`config.mk`:
```
export PLATFORM = sky130hd
export DESIGN_NAME = sorted_table_engine
export DESIGN_NICKNAME = d
export VERILOG_FILES = /design/src/hdl/ste_pkg.sv /design/src/hdl/sorted_table_engine.sv
export SDC_FILE = /design/constraint.sdc
export NUM_CORES = 2
export LEC_CHECK = 0
export ABC_CLOCK_PERIOD_IN_PS = 12400
export BUFFER_PORTS_ARGS = -buffer_cell sky130_fd_sc_hd__buf_4
export CAP_MARGIN = 20
export CORE_ASPECT_RATIO = 2
export CORE_UTILIZATION = 40
export CTS_CLUSTER_SIZE = 14
export DETAILED_ROUTE_END_ITERATION = 10
export SETUP_SLACK_MARGIN = 0.3
export SKIP_CTS_REPAIR_TIMING = 1
export SYNTH_ARGS = -nofsm -noshare
export SYNTH_HDL_FRONTEND = slang
export SYNTH_SLANG_ARGS = --single-unit
```
`constraint.sdc`:
```
create_clock -name clk -period 12.4 [get_ports clk]
set_input_delay 2.48 -clock clk [delete_from_list [all_inputs] [get_ports clk]]
set_output_delay 2.48 -clock clk [all_outputs]
set_load 0.01 [all_outputs]
```
`src/hdl/ste_pkg.sv`:
```
// Shared types and codes for the sorted table engine.
package ste_pkg;

  typedef logic signed [31:0] value_t;

  localparam logic [1:0] OP_INSERT = 2'd0;
  localparam logic [1:0] OP_DELETE = 2'd1;
  localparam logic [1:0] OP_SEARCH = 2'd2;
  localparam logic [1:0] OP_CLEAR  = 2'd3;

  localparam logic [1:0] ST_DONE     = 2'd0;
  localparam logic [1:0] ST_FULL     = 2'd1;
  localparam logic [1:0] ST_NOTFOUND = 2'd2;

  localparam int IN_TDATA_W  = 40;
  localparam int OUT_TDATA_W = 88;

endpackage

```
`src/hdl/sorted_table_engine.sv`:
```
// Sorted table engine: ascending signed table in a single-port RAM.
// Insert: from the top, each entry larger than the value moves up one place (read, then write),
// and the value lands where this stops. Search/delete scan up from position 1; delete then moves
// later entries down. Each op ends in min/max readback; full insert and clear go straight there.
// Result waits in an output register; the next transfer is taken in the cycle after it loads.
// rst_n (sync, active low) empties the table and clears control; RAM contents are not cleared.
module sorted_table_engine
  import ste_pkg::*;
#(
  parameter int CAPACITY = 64
) (
  input  logic                   clk,
  input  logic                   rst_n,
  input  logic                   in_tvalid,
  output logic                   in_tready,
  input  logic [IN_TDATA_W-1:0]  in_tdata,   // [1:0] operation, [33:2] value
  output logic                   out_tvalid,
  input  logic                   out_tready,
  output logic [OUT_TDATA_W-1:0] out_tdata   // [1:0] status, [2] found, [9:3] position,
                                             // [16:10] entry_count, [48:17] smallest,
                                             // [80:49] largest
);

  localparam int AW    = (CAPACITY > 1) ? $clog2(CAPACITY) : 1;
  localparam int CNT_W = $clog2(CAPACITY + 1);
  localparam logic [CNT_W-1:0] CAP_C = CNT_W'(CAPACITY);
  localparam logic [CNT_W-1:0] ONE_C = CNT_W'(1);

  localparam logic [3:0] S_IDLE     = 4'd0;
  localparam logic [3:0] S_INS_RD   = 4'd1;
  localparam logic [3:0] S_INS_WR   = 4'd2;
  localparam logic [3:0] S_SCAN_RD  = 4'd3;
  localparam logic [3:0] S_SCAN_CMP = 4'd4;
  localparam logic [3:0] S_DEL_RD   = 4'd5;
  localparam logic [3:0] S_DEL_WR   = 4'd6;
  localparam logic [3:0] S_FIN_A    = 4'd7;
  localparam logic [3:0] S_FIN_B    = 4'd8;
  localparam logic [3:0] S_FIN_C    = 4'd9;

  // table storage
  value_t mem [CAPACITY];
  value_t rd_data_r;
  logic [AW-1:0] rd_addr;
  logic          we;
  logic [AW-1:0] wa;
  value_t        wd;

  always_ff @(posedge clk) begin
    if (we) begin
      mem[wa] <= wd;
    end
    rd_data_r <= mem[rd_addr];
  end

  logic [3:0]       state_r, state_nxt;
  logic [CNT_W-1:0] cnt_r, cnt_nxt;
  logic [CNT_W-1:0] idx_r, idx_nxt;
  logic [1:0]       op_r, op_nxt;
  value_t           val_r, val_nxt;
  logic [1:0]       st_r, st_nxt;
  logic             found_r, found_nxt;
  logic [CNT_W-1:0] pos_r, pos_nxt;
  value_t           min_r, min_nxt;

  logic                   out_valid_r, out_valid_nxt;
  logic [1:0]             o_status_r, o_status_nxt;
  logic                   o_found_r, o_found_nxt;
  logic [6:0]             o_pos_r, o_pos_nxt;
  logic [6:0]             o_cnt_r, o_cnt_nxt;
  value_t                 o_min_r, o_min_nxt;
  value_t                 o_max_r, o_max_nxt;

  logic [CNT_W-1:0] idx_m1, idx_p1, cnt_m1;
  logic [CNT_W+6:0] pos_ext, cnt_ext;
  logic             in_xfer;
  logic             out_free;

  assign idx_m1   = idx_r - ONE_C;
  assign idx_p1   = idx_r + ONE_C;
  assign cnt_m1   = cnt_r - ONE_C;
  assign pos_ext  = {7'd0, pos_r};
  assign cnt_ext  = {7'd0, cnt_r};
  assign in_tready = (state_r == S_IDLE);
  assign in_xfer  = in_tvalid && in_tready;
  assign out_free = !out_valid_r || out_tready;

  always_comb begin
    state_nxt     = state_r;
    cnt_nxt       = cnt_r;
    idx_nxt       = idx_r;
    op_nxt        = op_r;
    val_nxt       = val_r;
    st_nxt        = st_r;
    found_nxt     = found_r;
    pos_nxt       = pos_r;
    min_nxt       = min_r;
    out_valid_nxt = out_valid_r && !out_tready;
    o_status_nxt  = o_status_r;
    o_found_nxt   = o_found_r;
    o_pos_nxt     = o_pos_r;
    o_cnt_nxt     = o_cnt_r;
    o_min_nxt     = o_min_r;
    o_max_nxt     = o_max_r;
    rd_addr       = idx_r[AW-1:0];
    we            = 1'b0;
    wa            = idx_r[AW-1:0];
    wd            = val_r;

    case (state_r)
      S_IDLE: begin
        if (in_xfer) begin
          op_nxt    = in_tdata[1:0];
          val_nxt   = in_tdata[33:2];
          st_nxt    = ST_DONE;
          found_nxt = 1'b0;
          pos_nxt   = '0;
          case (in_tdata[1:0])
            OP_INSERT: begin
              idx_nxt = cnt_r;
              if (cnt_r >= CAP_C) begin
                st_nxt    = ST_FULL;
                state_nxt = S_FIN_A;
              end else begin
                state_nxt = S_INS_RD;
              end
            end
            OP_DELETE, OP_SEARCH: begin
              idx_nxt   = '0;
              state_nxt = S_SCAN_RD;
            end
            default: begin
              cnt_nxt   = '0;
              state_nxt = S_FIN_A;
            end
          endcase
        end
      end
      S_INS_RD: begin
        if (idx_r == '0) begin
          we        = 1'b1;
          cnt_nxt   = cnt_r + ONE_C;
          state_nxt = S_FIN_A;
        end else begin
          rd_addr   = idx_m1[AW-1:0];
          state_nxt = S_INS_WR;
        end
      end
      S_INS_WR: begin
        we = 1'b1;
        // larger neighbor moves up; equal ones stay below the new value
        if (rd_data_r > val_r) begin
          wd        = rd_data_r;
          idx_nxt   = idx_m1;
          state_nxt = S_INS_RD;
        end else begin
          cnt_nxt   = cnt_r + ONE_C;
          state_nxt = S_FIN_A;
        end
      end
      S_SCAN_RD: begin
        if (idx_r >= cnt_r) begin
          st_nxt    = ST_NOTFOUND;
          state_nxt = S_FIN_A;
        end else begin
          state_nxt = S_SCAN_CMP;
        end
      end
      S_SCAN_CMP: begin
        if (rd_data_r == val_r) begin
          found_nxt = 1'b1;
          if (op_r == OP_SEARCH) begin
            pos_nxt   = idx_p1;
            state_nxt = S_FIN_A;
          end else begin
            state_nxt = S_DEL_RD;
          end
        end else begin
          idx_nxt   = idx_p1;
          state_nxt = S_SCAN_RD;
        end
      end
      S_DEL_RD: begin
        rd_addr = idx_p1[AW-1:0];
        if (idx_p1 >= cnt_r) begin
          cnt_nxt   = cnt_m1;
          state_nxt = S_FIN_A;
        end else begin
          state_nxt = S_DEL_WR;
        end
      end
      S_DEL_WR: begin
        we        = 1'b1;
        wd        = rd_data_r;
        idx_nxt   = idx_p1;
        state_nxt = S_DEL_RD;
      end
      S_FIN_A: begin
        rd_addr   = '0;
        state_nxt = S_FIN_B;
      end
      S_FIN_B: begin
        min_nxt   = rd_data_r;
        rd_addr   = cnt_m1[AW-1:0];
        state_nxt = S_FIN_C;
      end
      S_FIN_C: begin
        rd_addr = cnt_m1[AW-1:0];
        if (out_free) begin
          out_valid_nxt = 1'b1;
          o_status_nxt  = st_r;
          o_found_nxt   = found_r;
          o_pos_nxt     = pos_ext[6:0];
          o_cnt_nxt     = cnt_ext[6:0];
          o_min_nxt     = (cnt_r == '0) ? '0 : min_r;
          o_max_nxt     = (cnt_r == '0) ? '0 : rd_data_r;
          state_nxt     = S_IDLE;
        end
      end
      default: begin
        state_nxt = S_IDLE;
      end
    endcase
  end

  always_ff @(posedge clk) begin
    if (!rst_n) begin
      state_r     <= S_IDLE;
      cnt_r       <= '0;
      out_valid_r <= 1'b0;
    end else begin
      state_r     <= state_nxt;
      cnt_r       <= cnt_nxt;
      out_valid_r <= out_valid_nxt;
    end
  end

  always_ff @(posedge clk) begin
    idx_r      <= idx_nxt;
    op_r       <= op_nxt;
    val_r      <= val_nxt;
    st_r       <= st_nxt;
    found_r    <= found_nxt;
    pos_r      <= pos_nxt;
    min_r      <= min_nxt;
    o_status_r <= o_status_nxt;
    o_found_r  <= o_found_nxt;
    o_pos_r    <= o_pos_nxt;
    o_cnt_r    <= o_cnt_nxt;
    o_min_r    <= o_min_nxt;
    o_max_r    <= o_max_nxt;
  end

  assign out_tvalid = out_valid_r;
  assign out_tdata  = {7'd0, o_max_r, o_min_r, o_cnt_r, o_pos_r, o_found_r, o_status_r};

  a_cnt_bound: assert property (@(posedge clk) disable iff (!rst_n)
    cnt_r <= CAP_C)
    else $error("entry count above capacity");

  a_found_done: assert property (@(posedge clk) disable iff (!rst_n)
    out_valid_r && o_found_r |-> o_status_r == ST_DONE)
    else $error("found result with error status");

  a_empty_zero: assert property (@(posedge clk) disable iff (!rst_n)
    out_valid_r && o_cnt_r == 7'd0 && CAPACITY < 128 |-> o_min_r == '0 && o_max_r == '0)
    else $error("empty table reports nonzero min/max");

  a_pos_found: assert property (@(posedge clk) disable iff (!rst_n)
    out_valid_r && o_pos_r != 7'd0 |-> o_found_r)
    else $error("position reported without a match");

  a_busy: assert property (@(posedge clk) disable iff (!rst_n)
    in_xfer |=> state_r != S_IDLE)
    else $error("engine idle right after a transfer");

endmodule
```
=== Word-level counts from Yosys, hierarchy flattened ===
Memory sizes are Yosys's and may differ from the RTL's. A register that Yosys moved wholly into a read port is not among the register bits.
Cells that the tools add are included.

* Reduce and logical (&&, ||, !) cells: 25
* Equality and inequality tests: 25
* Add/subtract/negate cells: 4
* Mux-type cells: 44
* Magnitude comparators: 4

{| class="wikitable"
|+ Operators with widths
! cell !! number
|-
| 7-bit two-way mux || 11
|-
| 32-bit one-hot mux with 2 select lines || 1
|-
| 7-bit one-hot mux with 4 select lines || 2
|-
| 4-bit one-hot mux with 10 select lines || 1
|-
| 32-bit == test || 1
|-
| 32-bit greater-than comparator || 1
|-
| 32-bit two-way mux || 1
|-
| 7-bit one-hot mux with 2 select lines || 2
|-
| 6-bit one-hot mux with 4 select lines || 1
|-
| 2-bit inequality test, second input constant || 10
|-
| 4-bit by 3-bit == test with 1-bit output, second input constant || 4
|-
| 7-bit by 1-bit adder with 7-bit output, second input constant || 2
|-
| 7-bit >= comparator || 2
|-
| 7-bit logical NOT || 2
|-
| 7-bit by 1-bit subtractor with 7-bit output, second input constant || 2
|-
| 4-bit two-way mux || 3
|-
| 1-bit two-way mux || 10
|-
| 3-bit two-way mux || 3
|-
| 4-bit by 2-bit == test with 1-bit output, second input constant || 2
|-
| 4-bit == test, second input constant || 2
|-
| 2-bit two-way mux || 4
|-
| 4-bit one-hot mux with 2 select lines || 1
|-
| 4-bit nonzero test || 2
|-
| 7-bit >= comparator, second input constant || 1
|-
| 21 further kinds || 31
|}

* Output and inout port bits: 90
* Memories kept: 1
* RAM bits: 2,048
* Input port bits: 44
* Logic and storage cells: 119
* Flip-flop bits (word level): 176

{| class="wikitable"
|+ Memories
! memory !! depth !! width !! rd ports !! clocked after Yosys merged registers in !! write ports !! RTL line !! RTL
|-
| mem || 64 || 32 || 1 || 1 || 1 || sorted_table_engine.sv:41 || <nowiki>value_t mem [CAPACITY];</nowiki>
|}

=== Longest topological paths before layout ===
* Depth after elaboration: 5
* Depth in mapped cells: 16

=== Least setup slack after synthesis ===
OpenSTA, ideal clock, no wires.

* Path kind: input port to flip-flop
* Start point: in out_tready
* End point: reg o_cnt_r[0], enable pin
* Required time: 11,879 ps
* Library setup time: 521 ps
* Path buffers: 0
* Stages: 2
* Path slack: 5,972 ps
* Arrival time: 5,907 ps
* Cell sequence: nor2b_1 > nor2_1

* Word-level cells in the longest chain between the ends: 2

{| class="wikitable"
|+ Ends and longest elaborated chain
! element !! RTL line !! RTL
|-
| start, declared || sorted_table_engine.sv:18 || <nowiki>input logic out_tready,</nowiki>
|-
| 1-bit logical OR || sorted_table_engine.sv:85 || <nowiki>assign out_free = !out_valid_r || out_tready;</nowiki>
|-
| 2-bit AND reduction (no line) || -- ||
|-
| end signal, assigned || sorted_table_engine.sv:248 || <nowiki>o_cnt_r <= o_cnt_nxt;</nowiki>
|-
| end, declared || sorted_table_engine.sv:69 || <nowiki>logic [6:0] o_cnt_r, o_cnt_nxt;</nowiki>
|}

Every way passes these cells.
A chain may end at the register's enable or synchronous reset.

=== Worst setup path in the final report ===
* Start point: reg cnt_r[0]
* End point: reg rd_data_r[0] (read register of mem)

* Word-level cells in the longest chain between the ends: 2

{| class="wikitable"
|+ Ends and longest elaborated chain
! element !! RTL line !! RTL
|-
| start, declared || sorted_table_engine.sv:56 || <nowiki>logic [CNT_W-1:0] cnt_r, cnt_nxt;</nowiki>
|-
| start signal, assigned || sorted_table_engine.sv:232 || <nowiki>cnt_r <= cnt_nxt;</nowiki>
|-
| 7-bit by 1-bit subtractor with 7-bit output || sorted_table_engine.sv:80 || <nowiki>assign cnt_m1 = cnt_r - ONE_C;</nowiki>
|-
| 6-bit one-hot mux with 4 select lines || sorted_table_engine.sv:109 || <nowiki>case (state_r)</nowiki>
|-
| end, declared || sorted_table_engine.sv:42 || <nowiki>value_t rd_data_r;</nowiki>
|}

Every way passes these cells.

==> impl_metrics.yaml <==
status:
  outcome: "finished clean"
setup_path:
  worstRegToRegCells: 12
  critPathSlowestCell: "buf_4"
  critPathMaxFanout: 55
  cp-startpoint: "cnt_r[0]"
  slowest_delay_ns: 0.78
  cp-end-kind: "flop"
  crit_chain: "inv_1 > ha_1 > or3b_2 > a21o_1 > o2111ai_4 > buf_4 > buf_4 > buf_4 > mux4_2 > a22oi_1 > and4_1 > nand4_1"
  path_class: "flop to flop"
  rr_endpoint: "rd_data_r[0]"
  path_depth: 12
  cp_common_cell: "buf_4"
  start_kind: "flop"
  endpoint: "rd_data_r[0]"
  worstPathArrival_ns: 6.72
  r2r_start: "cnt_r[0]"
  r2r_setup_slack_ns: 6.34
  critPathBufInv: 4
  path_delay_family: "buffers and inverters"
  critical_path_required_ns: 13.06
clock_network:
  clock_latency_ns: 0.86
  cts_buffers: 192
  cts-root-buf: "clkbuf_16"
  cts_sinks: 2256
  cts.clk_slew.worst_paths_ns: 0.07
  cts_tree: "done"
  cts_max_path_buffers: 4
  h-tree-depth: 4
final_layout:
  drive_above_1_share_pct: 25.6
  syn_to_final_growth_pct: 12.6
  nets: 4343
  nFillCells: 17729
yosys:
  synth_edf_count: 2212
  yosysTopAreaCell: "edfxtp_1"
  syn_inst: 3996
  yosys-top-cells-count: "edfxtp_1, mux4_2, a22oi_1"
  synth-seq-cells: 2256
  ys.flop_type: "edfxtp_1"
  yosysUniqueCellTypes: 67
  synth_area_mm2: 0.0862
  synth_top_area_share_pct: 77.0
  ys_seq_area_share_pct: 78.1
  synthArstFlopShare_pct: 0
  synth_area_leaders: "edfxtp_1, mux4_2, a22oi_1"
  avgSynthCellArea_um2: 21.6
  yosys_warnings: 0
  synth_most_common_cell: "edfxtp_1"
placement:
  pre_cts_ws_ns: 6.47
  gp_congestion: 0.904
  port_buffers: 120
  dpl.hpwl_mm: 131
route:
  wirelength_mm: 227
  postRouteAntennaNets: 0
  wl_per_cell_um: 32.0
  drtIter0Drc: 4039
  route.detailed.drc: 0
  via_per_inst: 5.90
  drt_pre_antenna_iters: 5
  vias: 41927
timing:
  setup_viol: 0
  timing.final.crit_share_pct: 48.9
  clock_skew_ns: 0.0539
  fin_setup_tns_ns: 0
  slew_viol_final: 0
  fmax_mhz: 165
  hold_slack_ns: 0.424
  relSlewSlack_pct: 20.9
  setup_ws_ns: 6.34
  hold_viol: 0
  worst_pin_slew_ns: 1.18
  rsz0062_at_grt: "no"
  fin_crit_ns: 6.06
grt:
  grtUsageTotal_pct: 20.9
  grt_pass1_wl_mm: 321
  grt_pass1_vias: 43274
  overflow: 0
  grt_start_max_net_pins: 126
  antenna_found_initial: 5
die:
  core_mm2: 0.214
  io_pins: 134
  initial_core_util_pct: 40.3
  rows: 240
  die_h_um: 659
  dieArea_mm2: 0.218
  die_w_um: 330
power_and_ir_drop:
  ir_drop_v: 0.000305
  leakagePower_nw: 29.8
  power.density_mw_per_mm2: 244
  finalPower_mw: 23.7
min_path:
  hp-class: "flop to flop"
flow_run:
  maxCapViolations: 0
==> cell families after synthesis <==
kind of cell	after synthesis	share of synthesized area, %
flip-flops	2256	78.1
multiplexers	505	13.1
AND/OR/NAND/NOR	453	2.80
AO/OA/AOI/OAI	450	3.81
buffers and inverters	267	1.31
adder cells (fa/ha/maj)	53	0.769
XOR/XNOR	11	0.112
other	1	0.00435
==> worst min-delay path by stage <==
stage	endpoint	from	slack [ns]	cells past startpoint
2_1_floorplan	o_found_r	found_r	0.40	0
3_3_place_gp	o_pos_r[1]	pos_r[1]	0.40	0
3_5_place_dp	o_pos_r[0]	pos_r[0]	0.40	0
4_1_cts	o_pos_r[0]	pos_r[0]	0.43	0
5_1_grt	o_pos_r[4]	pos_r[4]	0.43	0
6_report	o_pos_r[0]	pos_r[0]	0.42	0
==> flip-flops by register name, summed over array words and instances, names as in the netlist <==
register and flops:
st_r 2, o_cnt_r 7, out_tvalid 1, pos_r 7, min_r 32, o_status_r 2
found_r 1, idx_r 7, op_r 2, o_max_r 32, o_found_r 1, o_min_r 32
val_r 32, state_r 4, cnt_r 7, rd_data_r 32, o_pos_r 7, mem 2048
==> cells in the final DEF, fill, tap and decap left out, types with 34 or more instances in the layout <==
cell type,synthesis,final
nor2_4,0,73
a22oi_1,167,167
nand4_1,44,44
and2_1,72,72
clkbuf_1,113,58
ha_1,53,53
edfxtp_1,2212,2212
inv_1,54,54
a22o_1,43,43
clkbuf_16,0,193
nand2_1,86,86
a21oi_1,55,55
nor2_1,110,34
mux4_2,501,501
a221oi_1,42,42
dfxtp_1,44,44
buf_4,9,256
==> metrics by stage <==
step | cells | instance area (um^2) | util, %
after floorplan | 4002 | 86200 | -
after global placement | 6834 | 91800 | 42.9
after detailed placement | 6834 | 91800 | 42.9
after CTS | 7107 | 97100 | 45.4
final | 7112 | 97100 | 45.4
after global routing | 7109 | 97100 | 45.4
==> metal layers <==
metal  track usage [%]  part of all wire, %  vias up
met3              2.24                  4.8      431
met2              40.0                   57     1470
met5                 0                    0        -
li1                  -                    -    17246
met4              8.39                  4.3        0
met1              23.3                   34    22780
==> where the power goes <==
group	switching (mW)	leakage, nW	internal (mW)
Clock	2.59	2.54	2.87
Sequential	0.253	20.3	9.81
Combinational	5.05	6.98	3.15
==> area by class of cell <==
| cell class | count | area [um^2] | share of cell area (%) |
|---|---|---|---|
| Antenna cell | 4 | 10.0 | 0.0103 |
| Clock buffer | 255 | 5100 | 5.26 |
| Clock inverter | 18 | 121 | 0.125 |
| Inverter | 54 | 203 | 0.209 |
| Multi-Input combinational cell | 1479 | 18800 | 19.4 |
| Sequential cell | 2256 | 67300 | 69.3 |
| Tap cell | 2783 | 3480 | 3.59 |
| Timing Repair Buffer | 263 | 2060 | 2.12 |
(Power assumes the default switching activity.)
